**config.mk**
```make
export PLATFORM = sky130hd
export DESIGN_NAME = sound_voice_slot_allocator
export DESIGN_NICKNAME = d
export VERILOG_FILES = /design/src/svsa_pkg.sv /design/src/svsa_cell.sv /design/src/sound_voice_slot_allocator.sv
export VERILOG_INCLUDE_DIRS = /design/src /design/src/src
export SDC_FILE = /design/constraint.sdc
export NUM_CORES = 2
export LEC_CHECK = 0
export BUFFER_PORTS_ARGS = -buffer_cell sky130_fd_sc_hd__buf_2
export CAP_MARGIN = 20
export CORE_UTILIZATION = 55
export DETAILED_ROUTE_END_ITERATION = 10
export GPL_TIMING_DRIVEN = 0
export PLACE_DENSITY = 0.71
export REMOVE_ABC_BUFFERS = 1
export SYNTH_ARGS = -nofsm -noshare
export SYNTH_HDL_FRONTEND = slang
export SYNTH_HIERARCHICAL = 1
export SYNTH_SLANG_ARGS = --single-unit
```
**constraint.sdc**
```tcl
create_clock -name clk -period 36.6 [get_ports clk]
set_input_delay 3.66 -clock clk [delete_from_list [all_inputs] [get_ports clk]]
set_output_delay 3.66 -clock clk [all_outputs]
set_load 0.1 [all_outputs]
```
**src/sound_voice_slot_allocator_assert.svh**
```systemverilog
// assertion macros for the sound voice slot allocator
// included by the top level; empty bodies when SYNTH is defined
`ifndef SOUND_VOICE_SLOT_ALLOCATOR_ASSERT_SVH
`define SOUND_VOICE_SLOT_ALLOCATOR_ASSERT_SVH
`ifndef SYNTH
`define SVSA_ASSERT(label, clk, rst, ante, cons) \
  label: assert property (@(posedge clk) disable iff (rst) (ante) |-> (cons)) \
    else $error("svsa assertion failed");
`define SVSA_ASSERT_NEXT(label, clk, rst, ante, cons) \
  label: assert property (@(posedge clk) disable iff (rst) (ante) |=> (cons)) \
    else $error("svsa assertion failed");
`else
`define SVSA_ASSERT(label, clk, rst, ante, cons)
`define SVSA_ASSERT_NEXT(label, clk, rst, ante, cons)
`endif
`endif

```
**src/svsa_pkg.sv**
```systemverilog
// shared types and constants for the sound voice slot allocator
// used by svsa_cell and sound_voice_slot_allocator; no dependencies
package svsa_pkg;

  localparam int TICK_BITS    = 32;
  localparam int VOLUME_W     = 8;
  localparam int SLOT_INDEX_W = 3;
  localparam int MASK_W       = 8;

  localparam logic [1:0] ACT_FREE    = 2'd0;
  localparam logic [1:0] ACT_RESTART = 2'd1;
  localparam logic [1:0] ACT_EVICT   = 2'd2;
  localparam logic [1:0] ACT_IGNORED = 2'd3;

  typedef struct packed {
    logic [TICK_BITS-1:0] now_tick;
    logic [TICK_BITS-1:0] sound_length;
    logic [VOLUME_W-1:0]  sound_volume;
    logic                 sound_owned;
  } svsa_req_t;

  typedef struct packed {
    logic [SLOT_INDEX_W-1:0] slot_index;
    logic [1:0]              action;
    logic [MASK_W-1:0]       expired_mask;
  } svsa_rsp_t;

  // per-cycle command from the sequencer to every cell
  typedef struct packed {
    logic load_elapsed;
    logic check;
    logic fill;
    logic restart;
  } svsa_cmd_t;

  // running scan result handed from cell to cell
  typedef struct packed {
    logic                 found_free;
    logic                 found_match;
    logic                 best_valid;
    logic [TICK_BITS-1:0] best_rem;
  } svsa_carry_t;

  typedef enum logic [2:0] {
    S_IDLE,
    S_ELAPSE,
    S_CHECK,
    S_SCAN,
    S_APPLY
  } svsa_state_t;

endpackage

```
**src/svsa_cell.sv**
```systemverilog
// one playback slot: its state, expiry check and one step of the scan chain
// depends on svsa_pkg
module svsa_cell import svsa_pkg::*; #(
  parameter int IDX_W    = 3,
  parameter int CELL_IDX = 0
) (
  input  logic              clk,
  input  logic              rst,
  input  svsa_cmd_t         cmd,
  input  svsa_req_t         req,
  input  logic              wr_sel,
  input  svsa_carry_t       cin,
  input  logic [IDX_W-1:0]  cin_free_idx,
  input  logic [IDX_W-1:0]  cin_match_idx,
  input  logic [IDX_W-1:0]  cin_best_idx,
  output svsa_carry_t       cout,
  output logic [IDX_W-1:0]  cout_free_idx,
  output logic [IDX_W-1:0]  cout_match_idx,
  output logic [IDX_W-1:0]  cout_best_idx,
  output logic              expired
);

  localparam logic [IDX_W-1:0] MY_IDX = IDX_W'(CELL_IDX);

  logic                 busy;
  logic [TICK_BITS-1:0] start_tick;
  logic [TICK_BITS-1:0] length;
  logic [VOLUME_W-1:0]  volume;
  logic                 owned;
  logic [TICK_BITS-1:0] elapsed;
  logic [TICK_BITS-1:0] rem;

  logic                 timed_out;
  logic                 match_here;
  svsa_carry_t          cout_next;
  logic [IDX_W-1:0]     free_idx_next;
  logic [IDX_W-1:0]     match_idx_next;
  logic [IDX_W-1:0]     best_idx_next;

  assign timed_out  = busy && (elapsed > length);
  assign match_here = (length == req.sound_length) && (volume == req.sound_volume) &&
                      (owned == req.sound_owned);

  always_comb begin
    cout_next      = cin;
    free_idx_next  = cin_free_idx;
    match_idx_next = cin_match_idx;
    best_idx_next  = cin_best_idx;
    if (!cin.found_free && !busy) begin
      cout_next.found_free = 1'b1;
      free_idx_next        = MY_IDX;
    end
    if (!cin.found_match && match_here) begin
      cout_next.found_match = 1'b1;
      match_idx_next        = MY_IDX;
    end
    // strict compare keeps the lower slot on ties
    if (!cin.best_valid || (rem < cin.best_rem)) begin
      cout_next.best_valid = 1'b1;
      cout_next.best_rem   = rem;
      best_idx_next        = MY_IDX;
    end
  end

  always_ff @(posedge clk) begin
    if (rst) begin
      busy    <= 1'b0;
      expired <= 1'b0;
    end else if (cmd.check) begin
      busy    <= busy && !timed_out;
      expired <= timed_out;
    end else if (cmd.fill && wr_sel) begin
      busy    <= 1'b1;
    end
  end

  always_ff @(posedge clk) begin
    if (cmd.load_elapsed) begin
      elapsed <= req.now_tick - start_tick;
    end
    if (cmd.check) begin
      rem <= length - elapsed;
    end
    if ((cmd.fill || cmd.restart) && wr_sel) begin
      start_tick <= req.now_tick;
    end
    if (cmd.fill && wr_sel) begin
      length <= req.sound_length;
      volume <= req.sound_volume;
      owned  <= req.sound_owned;
    end
    cout           <= cout_next;
    cout_free_idx  <= free_idx_next;
    cout_match_idx <= match_idx_next;
    cout_best_idx  <= best_idx_next;
  end

endmodule

```
**src/sound_voice_slot_allocator.sv**
```systemverilog
// Sound voice slot allocator: a row of slot cells driven by a small sequencer.
// Depends on svsa_pkg, svsa_cell and sound_voice_slot_allocator_assert.svh.
//
// Usage:
//   req channel (req_valid/req_ready/req) carries one sound request a beat:
//   current tick, sound length, volume and ownership flag.
//   rsp channel (rsp_valid/rsp_ready/rsp) returns one beat per request:
//   slot index, action code and the mask of slots freed by expiry.
//   cfg_wr_en/cfg_wr_data write sound_on; while it is zero each request is
//   answered as ignored without touching the slots.
// Sequence:
//   a request walks the cell chain one slot per cycle, through the elapse,
//   check and scan states, and its result is registered in the apply state
//   (an ignored request goes straight to apply); a new request is taken
//   only once the sequencer is back in idle.
// Reset (rst, synchronous) marks every slot free and clears sound_on.
// The response sits in an output register; a stalled receiver holds it, and
// the next request may be accepted meanwhile but waits in the apply state
// until the previous response is taken.
module sound_voice_slot_allocator import svsa_pkg::*; #(
  parameter int SLOT_COUNT = 8
) (
  input  logic      clk,
  input  logic      rst,
  input  logic      req_valid,
  output logic      req_ready,
  input  svsa_req_t req,
  output logic      rsp_valid,
  input  logic      rsp_ready,
  output svsa_rsp_t rsp,
  input  logic      cfg_wr_en,
  input  logic      cfg_wr_data
);

`include "sound_voice_slot_allocator_assert.svh"

  localparam int IDX_W = $clog2(SLOT_COUNT);

  svsa_state_t      state;
  svsa_state_t      state_next;
  logic [IDX_W-1:0] scan_cnt;
  logic             scan_last;
  logic             sound_on;
  logic             ignore_req;
  svsa_req_t        req_q;
  svsa_cmd_t        cmd;
  logic             apply_go;
  logic             req_fire;

  svsa_carry_t      carry     [SLOT_COUNT+1];
  logic [IDX_W-1:0] free_idx  [SLOT_COUNT+1];
  logic [IDX_W-1:0] match_idx [SLOT_COUNT+1];
  logic [IDX_W-1:0] best_idx  [SLOT_COUNT+1];
  logic [SLOT_COUNT-1:0] expired_vec;
  logic [SLOT_COUNT-1:0] wr_sel;

  logic [IDX_W-1:0] pick;
  logic [1:0]       act;
  svsa_rsp_t        rsp_next;

  assign req_fire  = req_valid && req_ready;
  assign scan_last = (scan_cnt == IDX_W'(SLOT_COUNT - 1));

  // chain head: nothing found yet
  assign carry[0]     = '0;
  assign free_idx[0]  = '0;
  assign match_idx[0] = '0;
  assign best_idx[0]  = '0;

  for (genvar i = 0; i < SLOT_COUNT; i++) begin : g_cell
    assign wr_sel[i] = (pick == IDX_W'(i)) && !ignore_req && apply_go;
    svsa_cell #(
      .IDX_W    (IDX_W),
      .CELL_IDX (i)
    ) u_cell (
      .clk            (clk),
      .rst            (rst),
      .cmd            (cmd),
      .req            (req_q),
      .wr_sel         (wr_sel[i]),
      .cin            (carry[i]),
      .cin_free_idx   (free_idx[i]),
      .cin_match_idx  (match_idx[i]),
      .cin_best_idx   (best_idx[i]),
      .cout           (carry[i+1]),
      .cout_free_idx  (free_idx[i+1]),
      .cout_match_idx (match_idx[i+1]),
      .cout_best_idx  (best_idx[i+1]),
      .expired        (expired_vec[i])
    );
  end

  always_ff @(posedge clk) begin
    if (rst) begin
      state    <= S_IDLE;
      scan_cnt <= '0;
      sound_on <= 1'b0;
    end else begin
      state <= state_next;
      if (state == S_SCAN) begin
        scan_cnt <= scan_cnt + 1'b1;
      end else begin
        scan_cnt <= '0;
      end
      if (cfg_wr_en) begin
        sound_on <= cfg_wr_data;
      end
    end
  end

  always_ff @(posedge clk) begin
    if (req_fire) begin
      req_q      <= req;
      ignore_req <= !sound_on;
    end
  end

  always_comb begin
    state_next = state;
    case (state)
      S_IDLE:   if (req_fire) state_next = sound_on ? S_ELAPSE : S_APPLY;
      S_ELAPSE: state_next = S_CHECK;
      S_CHECK:  state_next = S_SCAN;
      S_SCAN:   if (scan_last) state_next = S_APPLY;
      S_APPLY:  if (apply_go) state_next = S_IDLE;
      default:  state_next = S_IDLE;
    endcase
  end

  always_comb begin
    req_ready        = 1'b0;
    cmd              = '0;
    apply_go         = 1'b0;
    case (state)
      S_IDLE:   req_ready = 1'b1;
      S_ELAPSE: cmd.load_elapsed = 1'b1;
      S_CHECK:  cmd.check = 1'b1;
      S_APPLY: begin
        apply_go    = !rsp_valid || rsp_ready;
        cmd.fill    = (act == ACT_FREE) || (act == ACT_EVICT);
        cmd.restart = (act == ACT_RESTART);
      end
      default: ;
    endcase
  end

  // decision from the tail of the chain
  always_comb begin
    if (ignore_req) begin
      pick = '0;
      act  = ACT_IGNORED;
    end else if (carry[SLOT_COUNT].found_free) begin
      pick = free_idx[SLOT_COUNT];
      act  = ACT_FREE;
    end else if (carry[SLOT_COUNT].found_match) begin
      pick = match_idx[SLOT_COUNT];
      act  = ACT_RESTART;
    end else begin
      pick = best_idx[SLOT_COUNT];
      act  = ACT_EVICT;
    end
    rsp_next.slot_index   = SLOT_INDEX_W'(pick);
    rsp_next.action       = act;
    rsp_next.expired_mask = ignore_req ? '0 : MASK_W'(expired_vec);
  end

  always_ff @(posedge clk) begin
    if (rst) begin
      rsp_valid <= 1'b0;
    end else if (apply_go) begin
      rsp_valid <= 1'b1;
    end else if (rsp_ready) begin
      rsp_valid <= 1'b0;
    end
  end

  always_ff @(posedge clk) begin
    if (apply_go) begin
      rsp <= rsp_next;
    end
  end

  `SVSA_ASSERT(a_one_writer, clk, rst, 1'b1, $onehot0(wr_sel))
  `SVSA_ASSERT(a_rsp_from_apply, clk, rst, $rose(rsp_valid), $past(state) == S_APPLY)
  `SVSA_ASSERT(a_ignored_clean, clk, rst, rsp_valid && (rsp.action == ACT_IGNORED),
               (rsp.slot_index == '0) && (rsp.expired_mask == '0))
  `SVSA_ASSERT_NEXT(a_scan_ends, clk, rst, (state == S_SCAN) && scan_last,
                    state == S_APPLY)

endmodule

```
* Yosys cells after proc, flatten, opt, wreduce, memory -nomap -nowiden
Cells that the tools add are included.
** Storage, ports and cells
- Flip-flop bits (word level) :: 1504
- Bits in latches :: 0
- RAM bits :: 0
- ROM bits :: 0
- Output and inout bits :: 15
- Logic and storage cells :: 385
- Memories :: 0
** Cells by class
- Add/sub/neg operators :: 17
- $mul :: 0
- Div/mod/pow operators :: 0
- Magnitude comparators :: 15
- Equal/unequal tests :: 41
- Shifts and indexed selects :: 0
- Mux-type cells :: 45
- Bitwise gates (word level) :: 1
- Reductions and logical operators :: 140
** Operators by type and width (count)
- subtractor 32 bit :: 16
- equality test 32 bit :: 8
- greater-than comparator 32 bit :: 8
- < comparator 32 bit :: 7
- 2-to-1 mux 32 bit :: 6
- logical AND 1 bit :: 79
- equality test 8 bit :: 8
- zero test 1 bit :: 38
- 2-to-1 mux 1 bit :: 27
- 2-to-1 mux 3 bit :: 7
- equality test 3 bit (second input constant) :: 6
- nonzero test 2 bit :: 9
- case mux 3 bit (5 select lines) :: 1
- equality test 3 x 2 -> 1 bit (second input constant) :: 4
- logical OR 1 bit :: 9
- equality test 1 bit :: 8
- 2-to-1 mux 2 bit :: 4
- equality test 3 x 1 -> 1 bit (second input constant) :: 2
- zero test 3 bit :: 2
- != test 2 bit (second input constant) :: 3
- adder 3 x 1 -> 3 bit (second input constant) :: 1
- AND reduction 3 bit :: 1
- equality test 2 x 1 -> 1 bit (second input constant) :: 1
- equality test 2 bit (second input constant) :: 1
- other kinds (3) :: 3

* Depth between registers and ports, before layout
- Depth after elaboration :: 9
- Depth in mapped cells :: 12

* Hierarchy
Netlist, hierarchy kept.
** By module, submodules not included
- svsa_cell (g_cell[4].u_cell ...) :: instances 3, cells each 981, area each 10700.3 um^2, seq. area each 5034.8 um^2
- svsa_cell (g_cell[1].u_cell ...) :: instances 3, cells each 925, area each 10373.7 um^2, seq. area each 5034.8 um^2
- svsa_cell (g_cell[7].u_cell) :: instances 1, cells each 967, area each 10659.0 um^2, seq. area each 5034.8 um^2
- svsa_cell (g_cell[0].u_cell) :: instances 1, cells each 962, area each 10502.6 um^2, seq. area each 5034.8 um^2
- sound_voice_slot_allocator :: instances 1, cells each 172, area each 3265.6 um^2, seq. area each 2772.7 um^2

* Worst setup path after synthesis
Ideal clock, no wire load.
- Path type :: reg-to-reg
- Start :: register state[1]
- End :: register g_cell[7].u_cell.expired
- Setup time :: 70 ps
- Arrival time :: 22712 ps
- Path slack :: 13818 ps
- Stages on the path, launching flop included :: 8
- Path buffers :: 1
- Path through :: dfxtp_1 -> buf_2 -> nor3b_1 -> inv_1 -> a211oi_1 -> and2_1 -> a22oi_1 -> a21oi_1
** RTL lines
- start, declared :: RTL line sound_voice_slot_allocator.sv:39 : svsa_state_t state;
- start signal, assigned :: RTL line sound_voice_slot_allocator.sv:99 : state <= state_next;
- end signal, assigned :: RTL line svsa_cell.sv:71 : expired <= timed_out;
- end, declared :: RTL line svsa_cell.sv:20 : output logic expired

* Final worst setup path
- Start :: register state[2]
- End :: output req_ready
** Between the ends
- Cells in the longest elaborated chain, start to end :: 2
** Ends and longest elaborated chain
- zero test 3 bit :: RTL line sound_voice_slot_allocator.sv:134 : case (state)
- 2-to-1 mux 1 bit :: RTL line sound_voice_slot_allocator.sv:134
- end, declared :: RTL line sound_voice_slot_allocator.sv:26 : output logic req_ready,
Every way passes these cells.

==> summary by stage <==
STA
For the pin with the worst max-slew slack, the measured transition is 3.109 ns. The time the worst path needs with I/O delays and setup is 5.674 ns. The max-slew violation count is 36. Of the available clock period, the critical path in the final layout requires 15.50%. Clock skew on the completed layout was measured at 0.03524 ns. The fmax is 176.2 MHz. The count of final hold-check violations is 0. Setup violations remaining at the end of the flow were counted as 0. Headroom to the max-slew limit came out at -108.0%. The summed negative setup slack over all endpoints is 0 ns. Setup repair after global routing left no endpoint under its margin. Hold is met by 0.4103 ns.

Setup path
The category of cells accounting for the largest share of critical-path delay is buffers and inverters. The worst-path cell with the longest stage delay is buf_2. The critical path startpoint category is a register. Data on the critical path arrives at its endpoint at 2.01 ns.

The startpoint-to-endpoint class of the critical path is register to output pin. The required time of the critical path is 32.94 ns. Along the worst path, the maximum fanout reaches 11. Traced cell by cell, the critical path runs through nor3_1, buf_2. The worst setup path is captured at an output pin.

The delay of the slowest cell on the worst path is 0.47 ns. Together, buffers and inverters on the worst path number 1.

Drt
The DRC violation count after routing is 0. The first-pass detailed-route iteration total is 8. In this run the remaining antenna-violating nets after routing total 0. After detailed routing, the total wire length is 261.9 mm.

The average via count per standard cell is 6.008. The number of DRC markers in iteration 0 is 7176. The final routed wire length divided by cell count is 25.42 um.

The number of vias after detailed routing is 61.89k.

Clock tree
Gates resized during post-CTS repair numbered 0. TritonCTS built the clock tree. The count of buffers added by post-CTS timing repair for setup is 0. The cell chosen for the clock root is clkbuf_16. After clock tree synthesis, the clock-pin slew on the worst setup and hold paths is 0.06 ns. The clock drives 1526 sinks. The worst-case clock buffer depth is 3. The insertion delay of the later-clocked pin in the worst-skew pair is 0.83 ns. The H-tree was split into 4 levels. The quantity of hold-fixing buffers added after cts is 0.

The TritonCTS buffer count is 168.

Cells and area
Of the cells placed in the final design, the portion with a size suffix greater than 1 is 10.95%. For this run, the post-layout net count is 8947. Cells fill 62.52% of the core in the end. The area added between synthesis and finish is 12.90%.

The post-route non-filler standard cell count is 10.30k. The layout filler cell count is 12.21k.

Logic synthesis
The cell count after synthesis came out at 7751. For this run, the number of Yosys warnings is 6. After synthesis the cells add up to 86500 um^2. The average cell area after synthesis is 11.16 um^2.

GRT
Global routing used 32.58% of the available tracks. The total overflow reported by the global router is 0. The number of global-route vias before repair was 57.52k. The first global-routing pass estimated 376.8 mm of wire. The number of antenna violations at the first check in global routing is 17. The pin count of the biggest net entering global routing is 71.

Run status
The checks that failed: slew limit. The flow ran to the end, but the final reports show violations.

Power
Across the VDD grid, the largest voltage drop is 0.00005041 V. The switching part of the total is 26.33%. For this design the total switching power over the nets is 1.131 mW. Combinational cells account for 13.7% of the total power.

The proportion of power drawn by flip-flops and latches is 46.7%. The clock network is responsible for 39.6% of the overall power. Power comes to 4.296 mW.

The analysis attributes to cell leakage a power of 41.35 nW. The internal power summed over all cells is 3.165 mW. Dividing total power by cell area gives a power density of 43.99 nW/um^2.

Die
The floorplan core area is 156200 um^2. The x dimension of the die is 398.6 um. The die is 398.6 um tall.

The initialized floorplan defines 145 standard-cell rows. The floorplan step defined a die boundary enclosing 158900 um^2. The top-level port count is 94. The initial utilization of the core area, before any placement, comes to 55.38%.

Min path
The class of the tightest hold or removal check is register to register.

Place
The HPWL after detailed placement is 211.3 mm. The final weighted congestion in routability-driven placement is 0.9674. The cell count after placement is 9983. The quantity of I/O buffers inserted on ports is 93.

Flow run
Max-cap violations in this run came to 0.
-- through the flow --
step	instance area [um^2]	worst slack, ns
2_1_floorplan	85850	13.79
3_3_place_gp	88890	-0.2050
3_5_place_dp	92040	30.62
4_1_cts	97610	30.88
5_1_grt	97650	30.82
6_report	97650	30.93
-- flip-flops by register name (all words and copies together), names as in the netlist --
| name | count |
|---|---|
| g_cell.u_cell/cout | 247 |
| sound_on | 1 |
| scan_cnt | 3 |
| g_cell.u_cell/busy | 8 |
| g_cell.u_cell/rem | 256 |
| g_cell.u_cell/cout_best_idx | 24 |
| g_cell.u_cell/length | 256 |
| state | 3 |
| req_q | 73 |
| ignore_req | 1 |
| rsp | 13 |
| g_cell.u_cell/expired | 8 |
| g_cell.u_cell/owned | 8 |
| g_cell.u_cell/volume | 64 |
| g_cell.u_cell/cout_free_idx | 24 |
| g_cell.u_cell/start_tick | 256 |
| rsp_valid | 1 |
| g_cell.u_cell/cout_match_idx | 24 |
| g_cell.u_cell/elapsed | 256 |
-- final cells by class --
cell class	instances	area, um^2	area share [%]
multi-input combinational	5199	39910	40.87
tap	2058	2575	2.637
timing repair buffer	247	3611	3.698
antenna	3	7.507	0.007687
inverter	956	3588	3.675
clock buffer	229	4692	4.805
sequential	1526	42390	43.41
clock inverter	83	879.6	0.9007
-- cell usage in the layout (no fill, tap or decap), types with 31 or more instances in the layout --
master	instances
buf_6	42
clkinv_2	31
nor3_1	75
clkbuf_16	172
dfxtp_1	343
o211ai_1	49
clkbuf_1	39
mux2_4	163
o21a_1	116
conb_1	86
mux2_2	59
and3_1	48
a211oi_1	60
nand2b_1	84
inv_1	956
nand4_1	161
nand3_1	82
nor4_1	83
buf_2	94
a21oi_1	584
edfxtp_1	1183
xor2_1	404
nor2_1	321
xnor2_1	336
a21o_1	281
buf_16	74
ha_1	754
nand2_1	361
or2_2	61
o21ai_0	276
nor2b_1	96
o21bai_1	73
and2_1	33
-- metal layers --
layer | GRT usage, % | vias up | part of all wire [%] | routed length (um)
li1 | - | 28674 | - | -
met1 | 45.73 | 29759 | 42 | 111000
met2 | 47.89 | 2952 | 42 | 110500
met3 | 6.776 | 507 | 9.9 | 25860
met4 | 16.00 | 0 | 5.5 | 14520
met5 | 0 | - | 0 | 0
-- path summary, 6_finish.rpt --
check	start	endpoint	slack (ns)	cells past startpoint
worst min register to register	g_cell[5].u_cell/cout_match_idx[2]$_SDFF_PP1_	g_cell[6].u_cell/cout_match_idx[2]$_SDFF_PP1_	0.41	1
worst max-delay path	state[2]$_SDFFE_PP0P_	req_ready	30.93	2
worst min-delay path	g_cell[5].u_cell/cout_match_idx[2]$_SDFF_PP1_	g_cell[6].u_cell/cout_match_idx[2]$_SDFF_PP1_	0.41	1
worst max register to register	req_q[42]$_DFFE_PP_	g_cell[6].u_cell/elapsed[28]$_DFFE_PP_	32.55	8
-- power groups by stage --
stage	registers, mW	logic [mW]	clock network [mW]
after global routing	2.01	0.630	1.79
after global placement	2.11	0.460	0
final	2.01	0.589	1.70
after CTS	2.01	0.578	1.72
after floorplan	2.03	0.341	0
after detailed placement	2.04	0.574	0
-- worst reg2reg max path, cell delays in order (launching register included) --
cell and delay [ns]:
edfxtp_1 0.91, inv_1 0.19, fa_1 0.49, nand2b_1 0.21, a211oi_1 0.67, o31ai_2 0.20, a21oi_1 0.38, o31ai_2 0.16
xnor2_1 0.56
Power figures use the tool's default switching activity.
